`src/hdl/salc_pkg.sv`:
```
// package for the set-associative lru cache lookup block
// shared constants, configuration register codes, back-end state type
// no dependencies
package salc_pkg;

  // default geometry limits
  localparam int unsigned MAX_SETS_DEF  = 256;
  localparam int unsigned MAX_WAYS_DEF  = 8;
  localparam int unsigned ADDR_BITS_DEF = 32;

  // fixed field widths
  localparam int unsigned IN_ADDR_W    = 32;
  localparam int unsigned CFG_VAL_W    = 4;
  localparam int unsigned CFG_IDX_W    = 2;
  localparam int unsigned CNT_W        = 32;
  localparam int unsigned WAY_FIELD_W  = 3;
  localparam int unsigned OUT_DATA_W   = 72;
  localparam int unsigned OFFSET_LIMIT = 12;
  localparam int unsigned STAMP_W      = CNT_W;

  // front-to-back queue depth
  localparam int unsigned QUEUE_DEPTH = 2;

  // configuration register indexes
  typedef enum logic [CFG_IDX_W-1:0] {
    CFG_OFFSET_BITS    = 2'd0,
    CFG_SET_INDEX_BITS = 2'd1,
    CFG_WAY_COUNT      = 2'd2
  } cfg_reg_e;

  // configuration register contents
  typedef struct packed {
    logic [CFG_VAL_W-1:0] offset_bits;
    logic [CFG_VAL_W-1:0] set_index_bits;
    logic [CFG_VAL_W-1:0] way_count;
  } cfg_t;

  // back-end sequencer states
  typedef enum logic [1:0] {
    BK_CLEAR,
    BK_IDLE,
    BK_EVAL
  } bk_state_e;

endpackage

```
`src/hdl/salc_queue.sv`:
```
// small fifo between the address front end and the lookup back end
// depends on salc_pkg
module salc_queue #(
  parameter int unsigned WIDTH = 8,
  parameter int unsigned DEPTH = salc_pkg::QUEUE_DEPTH
) (
  input  logic             clk_i,
  input  logic             rst_ni,
  input  logic             push_i,
  input  logic [WIDTH-1:0] push_data_i,
  output logic             full_o,
  input  logic             pop_i,
  output logic             valid_o,
  output logic [WIDTH-1:0] pop_data_o
);

  localparam int unsigned PTR_W = (DEPTH > 1) ? $clog2(DEPTH) : 1;
  localparam int unsigned CNT_W = $clog2(DEPTH + 1);

  logic [WIDTH-1:0] entry_q [DEPTH];
  logic [PTR_W-1:0] wr_ptr_q, wr_ptr_d;
  logic [PTR_W-1:0] rd_ptr_q, rd_ptr_d;
  logic [CNT_W-1:0] cnt_q, cnt_d;

  function automatic logic [PTR_W-1:0] ptr_next(input logic [PTR_W-1:0] p);
    ptr_next = (p == PTR_W'(DEPTH - 1)) ? '0 : p + PTR_W'(1);
  endfunction

  assign full_o     = (cnt_q == CNT_W'(DEPTH));
  assign valid_o    = (cnt_q != '0);
  assign pop_data_o = entry_q[rd_ptr_q];

  always_comb begin
    wr_ptr_d = push_i ? ptr_next(wr_ptr_q) : wr_ptr_q;
    rd_ptr_d = pop_i ? ptr_next(rd_ptr_q) : rd_ptr_q;
    cnt_d    = cnt_q;
    if (push_i && !pop_i) begin
      cnt_d = cnt_q + CNT_W'(1);
    end else if (pop_i && !push_i) begin
      cnt_d = cnt_q - CNT_W'(1);
    end
  end

  always_ff @(posedge clk_i or negedge rst_ni) begin
    if (!rst_ni) begin
      wr_ptr_q <= '0;
      rd_ptr_q <= '0;
      cnt_q    <= '0;
    end else begin
      wr_ptr_q <= wr_ptr_d;
      rd_ptr_q <= rd_ptr_d;
      cnt_q    <= cnt_d;
    end
  end

  always_ff @(posedge clk_i) begin
    if (push_i) begin
      entry_q[wr_ptr_q] <= push_data_i;
    end
  end

endmodule

```
`config.mk`:
```
export PLATFORM = sky130hd
export DESIGN_NAME = salc_queue
export DESIGN_NICKNAME = d
export VERILOG_FILES = /design/src/hdl/salc_pkg.sv /design/src/hdl/salc_queue.sv
export SDC_FILE = /design/constraint.sdc
export NUM_CORES = 1
export LEC_CHECK = 0
export BUFFER_PORTS_ARGS = -buffer_cell sky130_fd_sc_hd__buf_2
export CAP_MARGIN = 20
export CORE_AREA = 10 10 53 55
export CTS_BUF_LIST = sky130_fd_sc_hd__clkbuf_4
export DETAILED_ROUTE_END_ITERATION = 10
export DIE_AREA = 0 0 63 65
export PLACE_DENSITY = 0.71
export SYNTH_ARGS = -nofsm -noshare
export SYNTH_HDL_FRONTEND = slang
export SYNTH_SLANG_ARGS = --single-unit
```
`constraint.sdc`:
```
create_clock -name clk_i -period 1.7 [get_ports clk_i]
set_input_delay 0.34 -clock clk_i [delete_from_list [all_inputs] [get_ports clk_i]]
set_output_delay 0.34 -clock clk_i [all_outputs]
set_load 0.1 [all_outputs]
```
==> run_results.csv, run 1 <==
group,metric,value,unit
clocking,clockRootBuffer,"clkbuf_4",
routing,drc_errors,0,
clocking,clock_sinks,20,
placed_design,dp_hpwl,1020,um
logic_synthesis,syn_area,773,sq um
clocking,clk_pin_slew,0.11,ns
global_route,grt_usage,7.21,%
clocking,insertion_delay,0.29,ns
logic_synthesis,synth_fp_nets,54,
finish,final_area,1080,sq um
setup_path,critical_path.endpoint_type,"output pin",
floorplanning,std_cell_rows,16,
setup_path,critPathKind,"reg2out",
floorplanning,die_w,63,um
logic_synthesis,synth-seq-cells,20,
logic_synthesis,ys_seq_area_share,75.1,%
placed_design,finalWeightedCongestion,0.680,
routing,drtIter0Drc,7,
routing,dr.pass1.iters,2,
clocking,htreeDepth,1,
min_path,hp-start,"push_data_i[0]",
placed_design,place_area,916,sq um
global_route,grt_first_pass_wirelength,2280,um
min_path,holdPathStages,1,
clocking,cts_buffers,3,
setup_path,path_max_fanout,4,
routing,routed_via_density,4.36,
sta,period_needed,1.69,ns
setup_path,required,1.36,ns
finish,nNetsFinal,86,
finish,nFillCells,158,
outcome,status,"finished clean",
setup_path,arrival,1.35,ns
flow_run,cap_violations,0,
logic_synthesis,avgSynthCellArea,18.9,sq um
sta,final_max_slew_viol_count,0,
sta,tightestPinTransition,0.494,ns
logic_synthesis,syn_inst,41,
sta,clock_skew,0.00888,ns
finish,final_common_cell,"edfxtp_1",
floorplanning,die_h,65,um
logic_synthesis,ys_warn_count,0,
global_route,grt_overflow,0,
global_route,antenna_found_initial,0,
setup_path,r2r_cells,1,
floorplanning,pin_count,22,
routing,ant_nets,0,
finish,syn2layout_area_growth,39.2,%
floorplanning,start_util,41.5,%
sta,slew-limit-headroom,67.3,%
logic_synthesis,ys_types,13,
finish,drive_gt1_share,58.3,%
sta,whs,0.227,ns
clocking,cts_tree,"yes",
global_route,grt_max_degree,12,
sta,layout_setup_ws,0.00945,ns
min_path,hp-class,"in2reg",
floorplanning,core,1860,sq um
sta,fin_crit_sh,99.4,%
finish,mostFrequentLayoutCells,"16 x edfxtp_1, 12 x buf_2, 7 x buf_6, 6 x mux2_2, 5 x buf_4",
sta,fmax,592,MHz
global_route,grt_pass1_vias,490,
sta,finalHoldViolations,0,
placed_design,portBuffers,21,
setup_path,r2r-start,"wr_ptr_q",
routing,routed_wl,1450,um
sta,finalSetupViolations,0,
routing,wl_per_cell,14.6,um
setup_path,regToRegSetupSlack,0.59,ns
setup_path,r2r-end,"entry_q[1][7]",
setup_path,crit_path_start_kind,"register",
floorplanning,dieArea,4100,sq um
sta,rsz0062_at_grt,"true",
placed_design,pre_cts_slack,0.103,ns
min_path,min_to,"entry_q[1][0]",
finish,n_antenna_cell,0,
routing,vias,432,
clocking,cts_buffer_depth,2,
-- synth_stat cells --
cell      count  share of area [%]
dfrtp_1       4                 13
ha_1          1                1.6
and2_1        1               0.81
buf_6         1                1.5
xor2_1        4                4.5
xnor2_1       1                1.1
nor2_1        1               0.48
edfxtp_1     16                 62
or2_2         1               0.81
and2b_2       1                1.1
mux2_2        8                 12
nor2b_1       1               0.81
inv_1         1               0.48
-- flip-flops by register name, summed over array words and instances, names as in the netlist --
register / count
rd_ptr_q: 1
entry_q: 16
cnt_q: 2
wr_ptr_q: 1
-- timing repair --
item / in CTS / in global routing
setup buffers: 4 / 0
endpoints found under the setup margin: 9 / 8
endpoints found under the hold margin: 4 / 0
gates resized for setup: 18 / 10
hold buffers: 1 / 0
-- logic make-up after synthesis --
| kind of cell | Yosys count | synth area share [%] |
|---|---|---|
| and+or+nand+nor | 5 | 4.05 |
| adders and majority gates | 1 | 1.62 |
| muxes | 8 | 11.7 |
| buffers and inverters | 2 | 1.94 |
| xor gates and xnor gates | 5 | 5.66 |
| DFF | 20 | 75.1 |
-- metrics by stage --
stage,std cells,util [%],TNS [ns]
after floorplan,41,-,0
after global placement,90,49.2,0
after detailed placement,90,49.2,0
after CTS,99,55.6,0
after global routing,99,57.8,-0.308
final,99,57.8,0
-- per-layer routing --
layer / wire, um / share of wire (%) / global-route usage [%]
met1: 570 / 39 / 7.04
met2: 794 / 55 / 12.3
met3: 57 / 3.9 / 1.89
met4: 27 / 1.9 / 6.70
met5: 0 / 0 / 0
-- worst max path at each step --
| stage | start | to | slack, ns |
|---|---|---|---|
| 2_1_floorplan | rd_ptr_q | pop_data_o[0] | 0.32 |
| 3_3_place_gp | rd_ptr_q | pop_data_o[1] | 0.12 |
| 3_5_place_dp | rd_ptr_q | pop_data_o[3] | 0.10 |
| 4_1_cts | rd_ptr_q | pop_data_o[0] | 0.002 |
| 5_1_grt | rd_ptr_q | pop_data_o[1] | -0.05 |
| 6_report | rd_ptr_q | pop_data_o[4] | 0.009 |
-- critical path, cell delays in order, from the launching register on --
cell,delay (ns)
dfrtp_2,0.40
buf_6,0.13
mux2_2,0.34
buf_6,0.18
-- layout make-up --
type / instances / area [sq um] / share of cell area (%)
multi-input cells: 19 / 185 / 17.2
well taps: 27 / 33.8 / 3.14
clock buffers: 4 / 30.0 / 2.79
flip-flops and latches: 20 / 582 / 54.1
repair buffers: 28 / 241 / 22.4
inverters: 1 / 3.75 / 0.349
Power of run 1 is not shown: default switching activity piles up to over one toggle a cycle in this logic, so the estimate is an artifact.
==> run 2: changes to the inputs <==
- BUFFER_PORTS_ARGS: -buffer_cell sky130_fd_sc_hd__buf_2 -> -buffer_cell sky130_fd_sc_hd__buf_4
==> run 2 against run 1 <==
Setup slack better by 0.0094 ns. Non-clock buffer count is 1 lower. Die area stayed put. First-iteration DRC count is 14% higher. Global-route usage is 0.32 points higher. Sequential share of layout area is 2.7 points lower. Cell count is 1.0% lower. Clock skew is 0.0082 ns lower. Routed wire length is 1.7% lower. Count of clock-buffer cells in the layout stayed put. Critical path depth stayed put. Via count is 2.5% lower. Critical endpoint is now pop_data_o[5]. Largest cell class unchanged.
==> run_results.csv, run 2 (same netlist as run 1, synthesis figures left out) <==
group,metric,value,unit
outcome,status,"finished clean",
sta,slew-limit-headroom,73.6,%
sta,fmax,595,MHz
global_route,grt_usage,7.53,%
clocking,cts_buffer_depth,2,
finish,top_register,"entry_q",
clocking,clock_sinks,20,
routing,routed_wl,1420,um
finish,nFillCells,139,
placed_design,place_area,968,sq um
setup_path,critPathKind,"reg2out",
setup_path,required,1.36,ns
clocking,clk_pin_slew,0.10,ns
clocking,cts_buffers,3,
routing,ant_nets,0,
sta,final_max_slew_viol_count,0,
clocking,htreeDepth,1,
sta,period_needed,1.68,ns
floorplanning,core,1860,sq um
placed_design,dp_hpwl,1040,um
floorplanning,dieArea,4100,sq um
setup_path,path_max_fanout,4,
global_route,grt_pass1_vias,480,
placed_design,pre_cts_slack,0.171,ns
floorplanning,std_cell_rows,16,
finish,drive_gt1_share,57.7,%
global_route,met2_usage,13.2,%
finish,final_common_cell,"buf_4",
global_route,antenna_found_initial,0,
sta,fin_crit_sh,98.9,%
finish,mostFrequentLayoutCells,"17 x buf_4, 16 x edfxtp_1, 5 x mux2_4, 5 x buf_12",
finish,largest_reg_flops,16,
floorplanning,start_util,41.5,%
sta,clock_skew,0.000717,ns
global_route,grtUsageMet3,2.23,%
clocking,insertion_delay,0.29,ns
min_path,hp-class,"in2reg",
routing,drc_errors,0,
sta,rsz0062_at_grt,"true",
routing,routed_via_density,4.30,
floorplanning,die_w,63,um
placed_design,finalWeightedCongestion,0.689,
finish,regArea,582,sq um
finish,final_area,1130,sq um
routing,wl_per_cell,14.5,um
flow_run,cap_violations,0,
global_route,grt_use_met1,6.74,%
floorplanning,die_h,65,um
global_route,grt_first_pass_wirelength,2280,um
finish,n_antenna_cell,0,
finish,nNetsFinal,85,
clocking,clockRootBuffer,"clkbuf_4",
finish,reg_top3,"entry_q: 16 flops, cnt_q: 2 flops",
routing,vias,421,
setup_path,crit_path_start_kind,"register",
finish,syn2layout_area_growth,46.4,%
global_route,grt_overflow,0,
setup_path,arrival,1.34,ns
sta,tightestPinTransition,0.395,ns
sta,finalHoldViolations,0,
clocking,cts_tree,"yes",
setup_path,critical_path.endpoint_type,"output pin",
finish,multi_input_area,196,sq um
placed_design,portBuffers,21,
sta,layout_setup_ws,0.0188,ns
routing,dr.pass1.iters,4,
global_route,grt_max_degree,12,
sta,finalSetupViolations,0,
global_route,gr-max-usage-layer,"met2",
floorplanning,pin_count,22,
sta,tns,0,ns
routing,drtIter0Drc,8,
run 2: worst paths after layout:
check	from	end	slack (ns)	cells after the start
max	rd_ptr_q	pop_data_o[5]	0.02	3
min	pop_i	rd_ptr_q	0.22	2
max reg2reg	wr_ptr_q	entry_q[1][6]	0.60	1
min reg2reg	cnt_q[1]	cnt_q[1]	0.48	1
max in group asynchronous	rst_ni	rd_ptr_q	1.22	2
min in group asynchronous	rst_ni	rd_ptr_q	0.37	2
run 2: critical path, stage by stage (launching register included):
cell	delay, ns
dfrtp_2	0.38
buf_4	0.14
mux2_2	0.35
buf_8	0.18
run 2: per-stage QoR:
step / hold slack (ns) / cells / util [%]
after floorplan: 0.0444 / 41 / -
after global placement: 0.138 / 90 / 52.0
after detailed placement: 0.140 / 90 / 52.0
after CTS: 0.209 / 98 / 57.3
after global routing: 0.194 / 98 / 60.8
final: 0.216 / 98 / 60.8
run 2: routing by layer:
| metal | share of wire (%) | vias up |
|---|---|---|
| met5 | 0 | - |
| met4 | 1.9 | 0 |
| met3 | 3.5 | 2 |
| met2 | 56 | 11 |
| met1 | 39 | 202 |
| li1 | - | 206 |
run 2: timing repair:
item	in CTS	in global routing
buffers inserted	3	0
hold endpoints to repair	4	0
hold buffers	1	0
setup endpoints to repair	8	8
resized for setup	11	16
run 2: layout make-up:
type / count / share of cell area [%]
Clock buffer: 4 / 2.65
Multi-Input combinational cell: 19 / 17.3
Sequential cell: 20 / 51.4
Tap cell: 27 / 2.98
Timing Repair Buffer: 27 / 25.3
Inverter: 1 / 0.331
Power of run 2 is left out for the same reason.
