===== src/hdl/salc_pkg.sv =====
// package for the set-associative lru cache lookup block
// shared constants, configuration register codes, back-end state type
// no dependencies
package salc_pkg;

  // default geometry limits
  localparam int unsigned MAX_SETS_DEF  = 256;
  localparam int unsigned MAX_WAYS_DEF  = 8;
  localparam int unsigned ADDR_BITS_DEF = 32;

  // fixed field widths
  localparam int unsigned IN_ADDR_W    = 32;
  localparam int unsigned CFG_VAL_W    = 4;
  localparam int unsigned CFG_IDX_W    = 2;
  localparam int unsigned CNT_W        = 32;
  localparam int unsigned WAY_FIELD_W  = 3;
  localparam int unsigned OUT_DATA_W   = 72;
  localparam int unsigned OFFSET_LIMIT = 12;
  localparam int unsigned STAMP_W      = CNT_W;

  // front-to-back queue depth
  localparam int unsigned QUEUE_DEPTH = 2;

  // configuration register indexes
  typedef enum logic [CFG_IDX_W-1:0] {
    CFG_OFFSET_BITS    = 2'd0,
    CFG_SET_INDEX_BITS = 2'd1,
    CFG_WAY_COUNT      = 2'd2
  } cfg_reg_e;

  // configuration register contents
  typedef struct packed {
    logic [CFG_VAL_W-1:0] offset_bits;
    logic [CFG_VAL_W-1:0] set_index_bits;
    logic [CFG_VAL_W-1:0] way_count;
  } cfg_t;

  // back-end sequencer states
  typedef enum logic [1:0] {
    BK_CLEAR,
    BK_IDLE,
    BK_EVAL
  } bk_state_e;

endpackage


===== src/hdl/salc_front.sv =====
// front end: configuration registers and address split into set and tag
// depends on salc_pkg
module salc_front #(
  parameter int unsigned MAX_SETS  = salc_pkg::MAX_SETS_DEF,
  parameter int unsigned ADDR_BITS = salc_pkg::ADDR_BITS_DEF,
  localparam int unsigned IDX_LIM  = $clog2(MAX_SETS + 1) - 1,
  localparam int unsigned SET_W    = (IDX_LIM > 0) ? IDX_LIM : 1,
  localparam int unsigned TAG_W    = (ADDR_BITS < salc_pkg::IN_ADDR_W) ?
                                     ADDR_BITS : salc_pkg::IN_ADDR_W
) (
  input  logic                                clk_i,
  input  logic                                rst_ni,
  // configuration writes
  input  logic                                cfg_valid_i,
  input  logic [salc_pkg::CFG_IDX_W-1:0]      cfg_index_i,
  input  logic [salc_pkg::CFG_VAL_W-1:0]      cfg_data_i,
  output salc_pkg::cfg_t                      cfg_o,
  // address stream
  input  logic                                s_valid_i,
  input  logic [salc_pkg::IN_ADDR_W-1:0]      s_addr_i,
  output logic                                s_ready_o,
  // queue side
  input  logic                                init_done_i,
  input  logic                                q_full_i,
  output logic                                q_push_o,
  output logic [TAG_W+SET_W-1:0]              q_data_o
);

  localparam int unsigned SH_W = 6;

  salc_pkg::cfg_t           cfg_q, cfg_d;
  logic [salc_pkg::CFG_VAL_W-1:0] off_eff;
  logic [salc_pkg::CFG_VAL_W-1:0] idx_eff;
  logic [TAG_W-1:0]         addr_m;
  logic [TAG_W-1:0]         addr_sh;
  logic [TAG_W-1:0]         tag;
  logic [SET_W-1:0]         set_mask;
  logic [SET_W-1:0]         set_sel;
  logic [SH_W-1:0]          tag_sh;

  // config register write decode
  always_comb begin
    cfg_d = cfg_q;
    if (cfg_valid_i) begin
      case (cfg_index_i)
        salc_pkg::CFG_OFFSET_BITS:    cfg_d.offset_bits    = cfg_data_i;
        salc_pkg::CFG_SET_INDEX_BITS: cfg_d.set_index_bits = cfg_data_i;
        salc_pkg::CFG_WAY_COUNT:      cfg_d.way_count      = cfg_data_i;
        default:                      cfg_d = cfg_q;
      endcase
    end
  end

  always_ff @(posedge clk_i or negedge rst_ni) begin
    if (!rst_ni) begin
      cfg_q.offset_bits    <= salc_pkg::CFG_VAL_W'(4);
      cfg_q.set_index_bits <= salc_pkg::CFG_VAL_W'(6);
      cfg_q.way_count      <= salc_pkg::CFG_VAL_W'(1);
    end else begin
      cfg_q <= cfg_d;
    end
  end

  assign cfg_o = cfg_q;

  // clamp geometry, split the address
  always_comb begin
    off_eff = (cfg_q.offset_bits > salc_pkg::CFG_VAL_W'(salc_pkg::OFFSET_LIMIT)) ?
              salc_pkg::CFG_VAL_W'(salc_pkg::OFFSET_LIMIT) : cfg_q.offset_bits;
    idx_eff = (cfg_q.set_index_bits > salc_pkg::CFG_VAL_W'(IDX_LIM)) ?
              salc_pkg::CFG_VAL_W'(IDX_LIM) : cfg_q.set_index_bits;
    addr_m   = s_addr_i[TAG_W-1:0];
    addr_sh  = addr_m >> off_eff;
    set_mask = ~({SET_W{1'b1}} << idx_eff);
    set_sel  = addr_sh[SET_W-1:0] & set_mask;
    tag_sh   = SH_W'(off_eff) + SH_W'(idx_eff);
    tag      = addr_m >> tag_sh;
  end

  assign s_ready_o = init_done_i && !q_full_i;
  assign q_push_o  = s_valid_i && s_ready_o;
  assign q_data_o  = {tag, set_sel};

endmodule


===== config.mk =====
export PLATFORM = sky130hd
export DESIGN_NAME = salc_front
export DESIGN_NICKNAME = d
export VERILOG_FILES = /design/src/hdl/salc_pkg.sv /design/src/hdl/salc_front.sv
export SDC_FILE = /design/constraint.sdc
export NUM_CORES = 1
export LEC_CHECK = 0
export ABC_AREA = 1
export BUFFER_PORTS_ARGS = -buffer_cell sky130_fd_sc_hd__clkbuf_2
export CAP_MARGIN = 20
export CORE_ASPECT_RATIO = 0.5
export CORE_MARGIN = 1
export CORE_UTILIZATION = 54
export CTS_CLUSTER_SIZE = 40
export DETAILED_ROUTE_END_ITERATION = 16
export PLACE_DENSITY = 0.83
export REMOVE_ABC_BUFFERS = 1
export SYNTH_ARGS = -nofsm -noshare
export SYNTH_HDL_FRONTEND = slang
export SYNTH_SLANG_ARGS = --single-unit

===== constraint.sdc =====
create_clock -name clk_i -period 3.5 [get_ports clk_i]
set_clock_uncertainty 0.2 [all_clocks]
set_input_delay 0.35 -clock clk_i [delete_from_list [all_inputs] [get_ports clk_i]]
set_output_delay 0.35 -clock clk_i [all_outputs]
set_load 0.05 [all_outputs]

==> metrics.md, run 1 <==
| Metric | Value |
|---|---|
| Status | finished, final reports clean |
| Share of cells above drive strength 1 | 20.95% |
| Port Buf Inserts | 97 |
| Vias per cell | 6.030 |
| CP bufs+invs | 5 |
| Setup crit start | cfg_o[6] |
| Antenna violations before repair | 0 |
| Cell count along the critical path | 15 |
| Num rows | 19 |
| Initial core utilization | 58.14% |
| CTS sink cnt | 12 |
| Tcrit/Tclk final | 96.79% |
| Slowest stage delay, CP | 0.57 ns |
| Post-route ant nets | 0 |
| Area Growth Syn to Fin | 30.04% |
| Number of global-route vias before repair | 3969 |
| Synth Area in Simple Gates | 63.14% |
| Final HPWL DP | 7984 um |
| Post-Syn Area | 0.003303 mm^2 |
| Clk slew on worst S/H paths | 0.04 ns |
| Die W | 112.6 um |
| Reg2reg start | cfg_o[10] |
| Overall routed net length | 11170 um |
| Sequential share of the synthesized area | 9.242% |
| H-Tree Depth | 1 |
| R2R Setup Slk | 2.38 ns |
| Slew margin rel. | 66.07% |
| CP required | 2.95 ns |
| Adder-Cell Fraction of Synth Area | 1.515% |
| R2R Path End | cfg_o[10] |
| Finished Core Util | 75.60% |
| Largest net degree at the start of global routing | 38 |
| Crit. End Element | primary output |
| Top Family by Delay on Critical Path | simple AND/OR/NAND/NOR gates |
| Gr usage total | 33.30% |
| Post-synth EDFFs | 0 |
| Clk_lat worst skew | 0.24 ns |
| Remaining Overflow, GRT | 0 |
| Power density over the cells | 1045 mW/mm^2 |
| Max reg flops | 12 |
| Cells after Synth | 642 |
| Clock buffer depth | 2 |
| Die Height | 57.31 um |
| Count of final setup violators | 0 |
| Antenna cells | 0 |
| Slew Viols, Final | 0 |
| Top_reg_cell synth | dfrtp_1 |
| Worst slew pin tran | 0.5081 ns |
| Router iterations before antenna repair | 8 |
| Max VDD drop | 603.8 uV |
| Die ar. | 0.006453 mm^2 |
| Avg WL per Cell | 14.15 um |
| Kind of critical path | reg -> out |
| Final net count | 765 |
| Mux contribution to synthesized area | 0.6061% |
| Critical-path cell list | inv_1 -> nand2_1 -> nand2_2 -> nand2_2 -> inv_1 -> ha_1 -> ha_4 -> inv_1 -> nand2_1 -> nand2_2 -> nand2_1 -> a21oi_4 -> inv_2 -> nor3_1 -> buf_12 |
| Synth Register Bits | 12 |
| Drt drc | 0 |
| IO Count | 98 |
| Fmax | 0.2952 GHz |
| Startpoint Class | flop |
| Ys async rst share | 100.0% |
| Leak pwr | 2.281 nW |
| Min Tclk post-route | 3.388 ns |
| Final hold vios | 0 |
| First-pass GRT wire length | 17680 um |
| RSZ-0062 raised after global routing | yes |
| Final Cell Area | 0.004295 mm^2 |
| CTS Buf Count | 3 |
| Avg Cell Area, Syn | 5.145 um^2 |
| Critical Path AT | 2.84 ns |
| Iteration-0 DRC Markers | 557 |
| Area after DPL | 0.004038 mm^2 |
| Distinct cell type count after synthesis | 35 |
| CP max stage cell | dfstp_2 |
| Post-Synth XOR/XNOR Area | 0% |
| Root Driver | clkbuf_16 |
| Hold Path Class | in -> reg |
| Complex-gate fraction of the synthesized area | 13.18% |
| CTS tree | built |
| CORE AREA | 0.005682 mm^2 |
| R2r worst-path depth | 3 |
| Max_cap viols | 0 |
| CP Max Fanout | 32 |
| YS warnings | 0 |
| Largest family of logic cells by synthesized area | simple AND/OR/NAND/NOR gates |
| Via count | 4758 |
| Routability congestion estimate | 0.9429 |
| CP endpoint | q_data_o[37] |
==> worst register-to-register path, delay by kind of cell, from the launching register on <==
| family | cells | cell delay [ns] |
|---|---|---|
| AND/OR/NAND/NOR | 1 | 0.06 |
| flip-flops | 1 | 0.55 |
| buffers and inverters | 1 | 0.17 |
| AO/OA/AOI/OAI | 1 | 0.07 |
==> placed cells by master (no fill, tap or decap), types with 4 or more instances in the layout <==
cell type | synthesis | final
buf_4 | 8 | 13
dfstp_2 | 4 | 4
clkbuf_2 | 0 | 66
inv_1 | 45 | 45
a21oi_1 | 9 | 9
o211ai_1 | 6 | 6
clkbuf_16 | 0 | 5
nand3_1 | 220 | 219
clkbuf_4 | 0 | 7
o21ai_0 | 50 | 49
dfrtp_1 | 8 | 8
buf_12 | 0 | 21
nor2_1 | 23 | 22
nand2_1 | 183 | 182
nand4_1 | 4 | 4
o22ai_1 | 6 | 6
nand2_2 | 8 | 7
nand2_4 | 5 | 7
==> layout make-up <==
cell class                 count  area, um^2
tap                           73       91.34
multi-input combinational    538        2641
sequential                    12       305.3
timing repair buffer         113       982.2
fill                         489        1386
inverter                      49       196.4
clock buffer                   4       78.83
==> logic make-up (layout without fill, tap and decap cells) <==
kind of cell | after synthesis | after routing
AO/OA/AOI/OAI | 78 | 78
AND/OR/NAND/NOR | 454 | 454
buffers and inverters | 92 | 166
adder cells (fa/ha/maj) | 4 | 4
flip-flops | 12 | 12
multiplexers | 2 | 2
==> cell usage after synthesis, types with 2 or more instances <==
master / instances / share of area [%]
nand2_1: 183 / 21
a21oi_1: 9 / 1.4
nand2_4: 5 / 1.7
mux2i_1: 2 / 0.61
o211ai_1: 6 / 1.4
dfrtp_1: 8 / 6.1
nand2_2: 8 / 1.5
nand3_1: 220 / 33
buf_1: 6 / 0.68
inv_1: 45 / 5.1
clkbuf_1: 9 / 1.0
buf_4: 8 / 1.8
buf_2: 19 / 2.9
inv_2: 4 / 0.45
dfstp_2: 4 / 3.2
nand3_2: 2 / 0.61
nand4_1: 4 / 0.76
o21ai_0: 50 / 7.6
o22ai_1: 6 / 1.1
nor3_1: 4 / 0.61
nor2_1: 23 / 2.6
ha_1: 4 / 1.5
==> timing repair <==
action / CTS / global route
setup buffers: 0 / 0
gates cloned: 0 / 2
endpoints found under the hold margin: 8 / 0
resized for setup: 4 / 47
hold buffers: 1 / 0
setup endpoints to repair: 24 / 32
==> report_power, final <==
group / total (mW) / internal (mW) / leakage, nW / switching, mW
clock: 0.208 / 0.153 / 0.0382 / 0.0554
sequential: 0.188 / 0.167 / 0.142 / 0.0211
combinational: 4.09 / 1.40 / 2.10 / 2.70
==> routing by layer <==
metal	part of all wire, %	GRT usage, %	wire [um]	up-vias
li1	-	-	-	2329
met1	42	45.02	4708	2054
met2	42	53.35	4746	326
met3	13	7.545	1432	49
met4	2.5	10.48	280	0
met5	0	0	0	-
==> stage by stage <==
step                      setup TNS [ns]  setup slack (ns)  std cells  total power [mW]  hold WS (ns)
after detailed placement               0            0.1372        782             4.003       0.04068
after floorplan                   -29.82            -1.260        599             2.771       -0.1456
after global placement                 0            0.2677        782             3.968       0.03614
final                                  0            0.1122        789             4.491        0.1677
after global routing             -0.1806          -0.04422        789             4.763        0.1976
after CTS                              0          0.008490        787             4.235        0.1664
==> worst min-delay path by stage <==
stage	from	end	slack, ns	depth (start not counted)
after floorplan	rst_ni	cfg_o[11]	-0.15	0
after global placement	rst_ni	cfg_o[9]	0.04	1
after detailed placement	rst_ni	cfg_o[1]	0.04	1
after CTS	cfg_data_i[2]	cfg_o[10]	0.17	3
after global routing	cfg_data_i[2]	cfg_o[10]	0.20	3
final	cfg_data_i[2]	cfg_o[10]	0.17	3
(Power assumes the default switching activity.)
==> run 2: changes to the inputs <==
Settings changed: CORE_MARGIN 1 to unset, CORE_UTILIZATION 54 to 30, PLACE_DENSITY 0.83 to unset.
==> run 2 against run 1 <==
Net effect:
- clock power increased by 2%
- critical path depth rose by 1
- maximum frequency grew 0.91%
- sequential share of layout area shrank 0.23 points
- non-clock buffer count increased by 2
- register-to-register slack lost 0.02 ns
- utilization shrank 33 points
- clock-buffer cell count is the same
- total power increased by 3.6%
- largest power group unchanged
==> metrics.md, run 2 (same netlist as run 1, synthesis figures left out) <==
| Metric | Value |
|---|---|
| Kind of critical path | reg -> out |
| Setup crit start | cfg_o[6] |
| Reg2reg start | cfg_o[10] |
| Leak pwr | 2.302 nW (+0.95%) |
| Via count | 4716 (-0.88%) |
| Area after DPL | 0.004247 mm^2 (+5.2%) |
| Fmax | 0.2978 GHz (+0.91%) |
| Antenna cells | 0 (unchanged) |
| Largest net degree at the start of global routing | 43 (+13%) |
| Final hold vios | 0 (unchanged) |
| Max_cap viols | 0 (unchanged) |
| Number of global-route vias before repair | 4060 (+2.3%) |
| Area Growth Syn to Fin | 34.39% |
| Antenna violations before repair | 0 (unchanged) |
| Initial core utilization | 31.63% (-27 points) |
| CP required | 2.95 ns (about the same) |
| CP endpoint | q_data_o[30] |
| Cell count along the critical path | 16 (+1) |
| Startpoint Class | flop |
| Crit. End Element | primary output |
| Top Family by Delay on Critical Path | simple AND/OR/NAND/NOR gates |
| Clk_lat worst skew | 0.24 ns (about the same) |
| Max reg flops | 12 (unchanged) |
| CP max stage cell | dfstp_2 |
| Tcrit/Tclk final | 95.93% (-0.87 points) |
| Die ar. | 0.01146 mm^2 (+78%) |
| R2r worst-path depth | 3 (unchanged) |
| Remaining Overflow, GRT | 0 (unchanged) |
| Count of final setup violators | 0 (unchanged) |
| Critical-path cell list | inv_1 -> nand2_1 -> nand2_2 -> nand2_2 -> inv_1 -> ha_1 -> ha_4 -> inv_1 -> nand3b_1 -> nand2_4 -> buf_12 -> nand3_1 -> nand3_1 -> nand2_1 -> nor2_1 -> buf_12 |
| CORE AREA | 0.01044 mm^2 (+84%) |
| Slowest stage delay, CP | 0.56 ns (about the same) |
| CTS sink cnt | 12 (unchanged) |
| Iteration-0 DRC Markers | 489 (-12%) |
| Routability congestion estimate | 0.9118 (-3.3%) |
| Clk slew on worst S/H paths | 0.04 ns (about the same) |
| CP Max Fanout | 36 (+13%) |
| Share of cells above drive strength 1 | 21.31% (+0.36 points) |
| First-pass GRT wire length | 20000 um (+13%) |
| Top cell by count, worst path | inv_1 |
| Final Cell Area | 0.004439 mm^2 (+3.3%) |
| Final HPWL DP | 9339 um (+17%) |
| Status | finished, final reports clean |
| Post-CTS setup buffers | 0 (unchanged) |
| CTS Buf Count | 3 (unchanged) |
| Placed Cells | 852 (+9.0%) |
| H-Tree Depth | 1 (unchanged) |
| Gr usage total | 21.21% (-12 points) |
| R2R Path End | cfg_o[10] |
| Die W | 150.4 um (+34%) |
| Worst slew pin tran | 0.3898 ns (-0.1183 ns) |
| Router iterations before antenna repair | 6 (-2) |
| Clock buffer depth | 2 (unchanged) |
| Num rows | 26 (+7) |
| Most common cell after layout, fill and taps aside | nand3_1 |
| Max VDD drop | 536.8 uV (-11%) |
| Critical Path AT | 2.81 ns (-0.03 ns) |
| Post-route ant nets | 0 (unchanged) |
| Slew margin rel. | 73.74% (+7.7 points) |
| Slew Viols, Final | 0 (unchanged) |
| Vias per cell | 5.497 (-8.9%) |
| Port Buf Inserts | 97 (unchanged) |
| Final net count | 767 (+0.26%) |
| Root Driver | clkbuf_16 |
| R2R Setup Slk | 2.36 ns (-0.02 ns) |
| Non-Filler Instances | 858 (+8.7%) |
| CTS tree | built |
| Avg WL per Cell | 14.28 um (+0.91%) |
| Min Tclk post-route | 3.357 ns (-0.03039 ns) |
| Most frequent cells in the layout | nand3_1 (220), nand2_1 (183), clkbuf_2 (65) |
| CP bufs+invs | 5 (unchanged) |
| IO Count | 98 (unchanged) |
| Die Height | 76.20 um (+33%) |
| Power density over the cells | 1048 mW/mm^2 (+0.26%) |
| Drt drc | 0 (unchanged) |
| Hold Path Class | in -> reg |
| RSZ-0062 raised after global routing | yes |
| Overall routed net length | 12260 um (+9.7%) |
==> run 2: cell types whose count changed in the layout (fill, tap and decap cells not counted), moves of 3 or more <==
cell      previous run  this run
nor2_1              22        19
clkbuf_4             7         3
nor2_2               2         5
buf_12              21        27
==> run 2: cell type report <==
class                      instances  area [um^2]
tap                              140        175.2
multi-input combinational        538         2631
fill                            1129         6003
sequential                        12        305.3
timing repair buffer             115         1055
clock buffer                       4        78.83
inverter                          49        193.9
==> run 2: repair_timing <==
item | CTS | global route
hold endpoints to repair | 8 | 0
endpoints found under the setup margin | 20 | 32
gates cloned | 0 | 1
hold buffers | 1 | 0
gates resized for setup | 2 | 33
==> run 2: worst reg2reg max path: stages, from the launching register on <==
cell,delay (ns)
dfstp_2,0.55
buf_4,0.17
nand2_1,0.07
o21ai_0,0.08
==> run 2: per-stage QoR <==
stage	power [mW]	hold slack [ns]	setup TNS [ns]	setup WS [ns]	utilization [%]
after global placement	4.279	0.04466	0	0.2208	40.67
after floorplan	2.771	-0.1456	-29.82	-1.260	-
after detailed placement	4.285	0.05170	0	0.1335	40.67
final	4.653	0.1531	0	0.1426	42.51
after global routing	4.967	0.1782	-0.02844	-0.02844	42.51
after CTS	4.520	0.1525	0	0.03160	41.58
==> run 2: report_power, final <==
group,internal (mW),total (mW),switching (mW)
registers,0.167,0.188,0.0207
clock network,0.153,0.213,0.0593
logic,1.52,4.25,2.74
==> run 2: per-layer routing <==
layer	vias to the layer above	share of wire (%)	wire length [um]	track usage, %
met2	255	42	5179	31.15
li1	2334	-	-	-
met3	24	9.9	1218	3.054
met4	0	1.8	225	5.657
met1	2103	46	5632	31.62
met5	-	0	0	0
==> run 2: worst min-delay path by stage <==
stage / end / depth (start not counted) / from / slack (ns)
after CTS: cfg_o[0] / 3 / cfg_data_i[0] / 0.15
after detailed placement: cfg_o[2] / 1 / rst_ni / 0.05
after global placement: cfg_o[2] / 1 / rst_ni / 0.04
after floorplan: cfg_o[11] / 0 / rst_ni / -0.15
final: cfg_o[0] / 3 / cfg_data_i[0] / 0.15
after global routing: cfg_o[6] / 3 / cfg_data_i[2] / 0.18
